### src/rtl/mmpr_pkg.sv
`timescale 1ns / 1ps
// Shared types and constants for the masked median pixel repair block.
// Used by mmpr_select and masked_median_pixel_repair; no dependencies.
package mmpr_pkg;

	localparam int DATA_W     = 16;
	localparam int CLASS_W    = 8;
	localparam int ENTRY_W    = DATA_W + CLASS_W;
	localparam int RES_W      = DATA_W + 1;
	localparam int IN_TDATA_W = 24;
	localparam int OUT_TDATA_W = 24;

	localparam int CFG_ADDR_W = 2;
	localparam int CFG_DATA_W = 13;
	localparam int WIN_CFG_W  = 4;
	localparam int WID_CFG_W  = 12;
	localparam int HGT_CFG_W  = 13;

	localparam logic [CFG_ADDR_W-1:0] REG_WINDOW = 2'd0;
	localparam logic [CFG_ADDR_W-1:0] REG_WIDTH  = 2'd1;
	localparam logic [CFG_ADDR_W-1:0] REG_HEIGHT = 2'd2;

	localparam logic [WIN_CFG_W-1:0] WINDOW_RESET = 4'd3;
	localparam logic [WID_CFG_W-1:0] WIDTH_RESET  = 12'd2048;
	localparam logic [HGT_CFG_W-1:0] HEIGHT_RESET = 13'd4096;
	localparam int WINDOW_MIN = 3;

	localparam logic [CLASS_W-1:0] CLASS_GOOD   = 8'd0;
	localparam logic [CLASS_W-1:0] CLASS_REPAIR = 8'd1;

	localparam int DEF_MAX_WIDTH  = 2048;
	localparam int DEF_MAX_HEIGHT = 4096;
	localparam int DEF_MAX_WINDOW = 15;

	typedef struct packed {
		logic clear;
		logic push;
		logic start;
	} sel_ctl_t;

	typedef struct packed {
		logic             done;
		logic             empty;
		logic [RES_W-1:0] result;
	} sel_sts_t;

endpackage

### src/rtl/mmpr_select.sv
`timescale 1ns / 1ps
// Neighbour list memory and bitwise radix median selection.
// Depends on mmpr_pkg.
module mmpr_select #(
	parameter int MAX_WINDOW = mmpr_pkg::DEF_MAX_WINDOW
) (
	input  logic                        clk,
	input  logic                        arst_n,
	input  mmpr_pkg::sel_ctl_t          ctl,
	input  logic [mmpr_pkg::DATA_W-1:0] push_data,
	output mmpr_pkg::sel_sts_t          sts
);
	import mmpr_pkg::*;

	localparam int NBR = MAX_WINDOW * MAX_WINDOW;
	localparam int AW  = $clog2(NBR);
	localparam int NW  = $clog2(NBR + 1);

	typedef enum logic [3:0] {
		SL_IDLE   = 4'b0001,
		SL_SCAN   = 4'b0010,
		SL_DECIDE = 4'b0100,
		SL_DONE   = 4'b1000
	} sl_state_t;

	sl_state_t         state_q;
	logic [DATA_W-1:0] nbr_mem [NBR];
	logic [DATA_W-1:0] rd_q;
	logic [NW-1:0]     n_q, k_q, cnt_q, idx_q;
	logic              vld_s1, second_q;
	logic [DATA_W-1:0] mask_q, bit_q, prefix_q, v0_q;
	logic [RES_W-1:0]  res_q;
	logic              rd_en, hit, ge;
	logic [DATA_W-1:0] pick;

	assign rd_en = (state_q == SL_SCAN) && (idx_q < n_q);
	assign hit   = vld_s1 && (((rd_q ^ prefix_q) & mask_q) == '0) && ((rd_q & bit_q) == '0);
	assign ge    = k_q >= cnt_q;
	assign pick  = ge ? (prefix_q | bit_q) : prefix_q;

	always_ff @(posedge clk) begin
		if (ctl.push) begin
			nbr_mem[n_q[AW-1:0]] <= push_data;
		end
		if (rd_en) begin
			rd_q <= nbr_mem[idx_q[AW-1:0]];
		end
	end

	always_ff @(posedge clk or negedge arst_n) begin
		if (!arst_n) begin
			state_q  <= SL_IDLE;
			n_q      <= '0;
			k_q      <= '0;
			cnt_q    <= '0;
			idx_q    <= '0;
			vld_s1   <= 1'b0;
			second_q <= 1'b0;
			mask_q   <= '0;
			bit_q    <= '0;
			prefix_q <= '0;
			v0_q     <= '0;
			res_q    <= '0;
		end else begin
			if (ctl.clear) begin
				n_q <= '0;
			end else if (ctl.push) begin
				n_q <= n_q + 1'b1;
			end
			unique case (state_q)
				SL_IDLE: begin
					if (ctl.start) begin
						// lower middle rank first
						k_q      <= (n_q - 1'b1) >> 1;
						second_q <= 1'b0;
						prefix_q <= '0;
						mask_q   <= '0;
						bit_q    <= {1'b1, {(DATA_W-1){1'b0}}};
						cnt_q    <= '0;
						idx_q    <= '0;
						state_q  <= SL_SCAN;
					end
				end
				SL_SCAN: begin
					if (rd_en) begin
						idx_q <= idx_q + 1'b1;
					end
					vld_s1 <= rd_en;
					if (hit) begin
						cnt_q <= cnt_q + 1'b1;
					end
					if (!rd_en && !vld_s1) begin
						state_q <= SL_DECIDE;
					end
				end
				SL_DECIDE: begin
					if (ge) begin
						k_q <= k_q - cnt_q;
					end
					prefix_q <= pick;
					cnt_q    <= '0;
					idx_q    <= '0;
					if (bit_q[0]) begin
						if (!second_q) begin
							v0_q <= pick;
							if (n_q[0]) begin
								res_q   <= {pick, 1'b0};
								state_q <= SL_DONE;
							end else begin
								// upper middle rank for an even count
								second_q <= 1'b1;
								k_q      <= n_q >> 1;
								prefix_q <= '0;
								mask_q   <= '0;
								bit_q    <= {1'b1, {(DATA_W-1){1'b0}}};
								state_q  <= SL_SCAN;
							end
						end else begin
							res_q   <= {1'b0, v0_q} + {1'b0, pick};
							state_q <= SL_DONE;
						end
					end else begin
						mask_q  <= {1'b1, mask_q[DATA_W-1:1]};
						bit_q   <= bit_q >> 1;
						state_q <= SL_SCAN;
					end
				end
				SL_DONE: begin
					state_q <= SL_IDLE;
				end
				default: begin
					state_q <= SL_IDLE;
				end
			endcase
		end
	end

	assign sts.done   = (state_q == SL_DONE);
	assign sts.empty  = (n_q == '0);
	assign sts.result = res_q;

endmodule

### config.mk
export PLATFORM = sky130hd
export DESIGN_NAME = mmpr_select
export DESIGN_NICKNAME = d
export VERILOG_FILES = /design/src/rtl/mmpr_pkg.sv /design/src/rtl/mmpr_select.sv
export SDC_FILE = /design/constraint.sdc
export NUM_CORES = 2
export LEC_CHECK = 0
export BUFFER_PORTS_ARGS = -buffer_cell sky130_fd_sc_hd__buf_2
export CORE_MARGIN = 1.5
export CORE_UTILIZATION = 45
export DETAILED_ROUTE_END_ITERATION = 6
export HOLD_SLACK_MARGIN = 0.15
export PLACE_DENSITY = 0.7
export SLEW_MARGIN = 20
export SYNTH_ARGS = -nofsm -noshare
export SYNTH_HDL_FRONTEND = slang
export SYNTH_SLANG_ARGS = --single-unit
export TNS_END_PERCENT = 5
### constraint.sdc
create_clock -name clk -period 10.28 [get_ports clk]
set_clock_uncertainty 0.1 [all_clocks]
set_input_delay 2.056 -clock clk [delete_from_list [all_inputs] [get_ports clk]]
set_output_delay 2.056 -clock clk [all_outputs]
set_load 0.01 [all_outputs]
==> impl_metrics.ini <==
[routing]
routed_wl_um = 393000
first_pass_iters = 7
drt-initial-drc-count = 11400
vias = 74800
avgRoutedWirePerCell_um = 33.0
final_antenna_net_count = 0
via_per_inst = 6.29
route.detailed.drc = 0

[critical_path]
cp_max_fo = 20
cp_data_required_time_ns = 10.72
worst_ep_arrival_time_ns = 5.94
worstSetupEndpointType = flip-flop
start_kind = flip-flop
path_delay_family = simple AND/OR/NAND/NOR gates
crit_type = flip-flop to flip-flop
cp_num_buf_inv = 2
path_cells = clkinv_1 > nor2_1 > nand3_1 > buf_4 > nor2_2
cp_slowest_cell = dfrtp_1
slowest_delay_ns = 1.14

[cts]
cts_inserted_buffers = 372
clock-sinks = 3735
h-tree-depth = 5
clk_pin_slew_ns = 0.06
cts_tree = built
cts-resized-gates = 0
holdBufCountCts = 0
cts_max_path_buffers = 4
clock_latency_ns = 0.96
postCtsSetupRepairBufs = 0
root_buffer = clkbuf_16

[die]
dieHeight_um = 571
rows = 208
die-area_mm2 = 0.326
coreArea_mm2 = 0.321
io_pins = 40
die_w_um = 571
initial_core_util_pct = 45.3

[sta]
setup_slack_ns = 4.78
rsz0062_at_grt = false
setup_viol = 0
tightest_slew_ns = 1.21
slew_viol_final = 0
max-slew-margin-rel_pct = 19.6
tns_ns = 0
period_share_pct = 53.5
fmax_mhz = 182
hold_viol = 0
post-route-min-period_ns = 5.50
fin_hold_ws_ns = 0.378

[global_route]
grt_pass1_vias = 73900
grt_use_total_pct = 23.9
grt_first_pass_wirelength_um = 555000
grt_max_degree = 152
grt_antenna_before_repair = 13
overflow = 0

[logic_synthesis]
synthAdderAreaFrac_pct = 0.380
synth.area.top_cells = edfxtp_1 (75%), mux4_2 (13%), dfrtp_1 (2.0%)
synth.distinct_cells = 80
syn_avg_cell_area_um2 = 20.9
synth_edf_count = 3616
synth.most_common_cell = edfxtp_1
synth-seq-area-share_pct = 76.8
synth_commonest_cells = edfxtp_1 (3,616), mux4_2 (827), nor2_1 (325)
synth-seq-cells = 3735
synth_top_family_by_area = multiplexers
syn-instance-count = 6959
muxShareOfSynthArea_pct = 14.9
ys_warn_count = 0
synth-xor-area-share_pct = 0.259
synth-compound-area-share_pct = 3.89
synth-simple-area-share_pct = 2.20
syn_area_mm2 = 0.145
syn_nets = 7023
synth_flop_cell = edfxtp_1
async_flop_share_pct = 3.19
netlist.area_leader.share_pct = 74.7
yosys.area.top_type = edfxtp_1

[pwr]
pwr_density_cell_mw_per_mm2 = 218
cellLeakagePower_uw = 0.0510
peakVddDrop_mv = 0.160

[layout]
syn_to_final_growth_pct = 12.8
final-instance-count-excl-fill = 11900
nNetsFinal = 7362
nFillCells = 24700
final_util_pct = 51.1
drive_gt1_share_pct = 23.9

[placement]
place_ws_ns = 4.87
gp_congestion = 0.893
placement.io_buffers = 39
place_inst = 11200
dpl.hpwl_um = 229000

[status]
status = finished, final reports clean

[run]
drv_cap = 0

[min_path]
hp-class = flip-flop to flip-flop
[layer usage]
layer	vias to the layer above	global-route usage [%]	share of wire (%)
met5	-	0	0.0061
met4	4	10.6	5.0
met3	794	5.62	12
met2	4957	36.7	46
met1	39400	32.7	37
li1	29700	-	-
[stage by stage]
step	cell area (µm²)	total power [µW]
6_report	164000	35800
5_1_grt	164000	36800
4_1_cts	164000	35900
3_5_place_dp	152000	22700
3_3_place_gp	152000	22600
2_1_floorplan	145000	21300
[final timing paths]
| check | to | cells after the start | start | slack, ns |
|---|---|---|---|---|
| worst min register to register | res_q[11] | 1 | res_q[11] | 0.38 |
| min in group asynchronous | res_q[2] | 1 | arst_n | 1.09 |
| worst max-delay path | nbr_mem[63][8] | 5 | n_q[2] | 4.78 |
| worst min-delay path | res_q[11] | 1 | res_q[11] | 0.38 |
| worst max register to register | nbr_mem[63][8] | 5 | n_q[2] | 4.78 |
| max in group asynchronous | idx_q[3] | 2 | arst_n | 7.50 |
[cell type report]
| cell class | instances | area (µm²) | share of cell area, % |
|---|---|---|---|
| Inverter | 48 | 188 | 0.114 |
| Sequential cell | 3735 | 112000 | 68.0 |
| Multi-Input combinational cell | 2773 | 31800 | 19.4 |
| Clock buffer | 446 | 9640 | 5.88 |
| Timing Repair Buffer | 368 | 2990 | 1.83 |
| Tap cell | 4305 | 5390 | 3.28 |
| Antenna cell | 8 | 20.0 | 0.0122 |
| Clock inverter | 216 | 2410 | 1.47 |
[placed cells by master, fill, tap and decap left out, types with 95 or more instances in the layout]
cell type,n
a21oi_1,166
a22oi_1,103
buf_4,314
clkbuf_16,372
dfrtp_1,111
edfxtp_1,3616
mux2i_1,295
mux4_2,827
nand2_1,216
nor2_1,276
o21ai_0,107
o22ai_1,95
[power breakdown]
group,internal [µW],switching [µW]
Combinational,2530,2970
Sequential,16800,128
Clock,7550,5880
Total,26800,8980
[registers in the layout, summed over array words and instances, names as in the netlist]
signal	cells
nbr_mem	3600
res_q	17
bit_q	16
mask_q	16
prefix_q	16
rd_q	16
v0_q	16
cnt_q	8
idx_q	8
k_q	8
n_q	8
state_q	4
second_q	1
vld_s1	1
[worst reg2reg max path, stage by stage (launching register included)]
cell and delay, ns:
dfrtp_1 1.14, clkinv_1 0.80, nor2_1 0.82, nand3_1 0.79, buf_4 0.58, nor2_2 0.88
[cells by family (layout without fill, tap and decap cells)]
logic type               Yosys count  in the layout
AO/OA/AOI/OAI                    821            821
XOR/XNOR                          43             43
adder cells (fa/ha/maj)           43             43
buffers and inverters            451           1078
flip-flops                      3735           3735
multiplexers                    1131           1131
other                              0              8
AND/OR/NAND/NOR                  735            735
No activity file was read; power rests on OpenSTA's default activity.
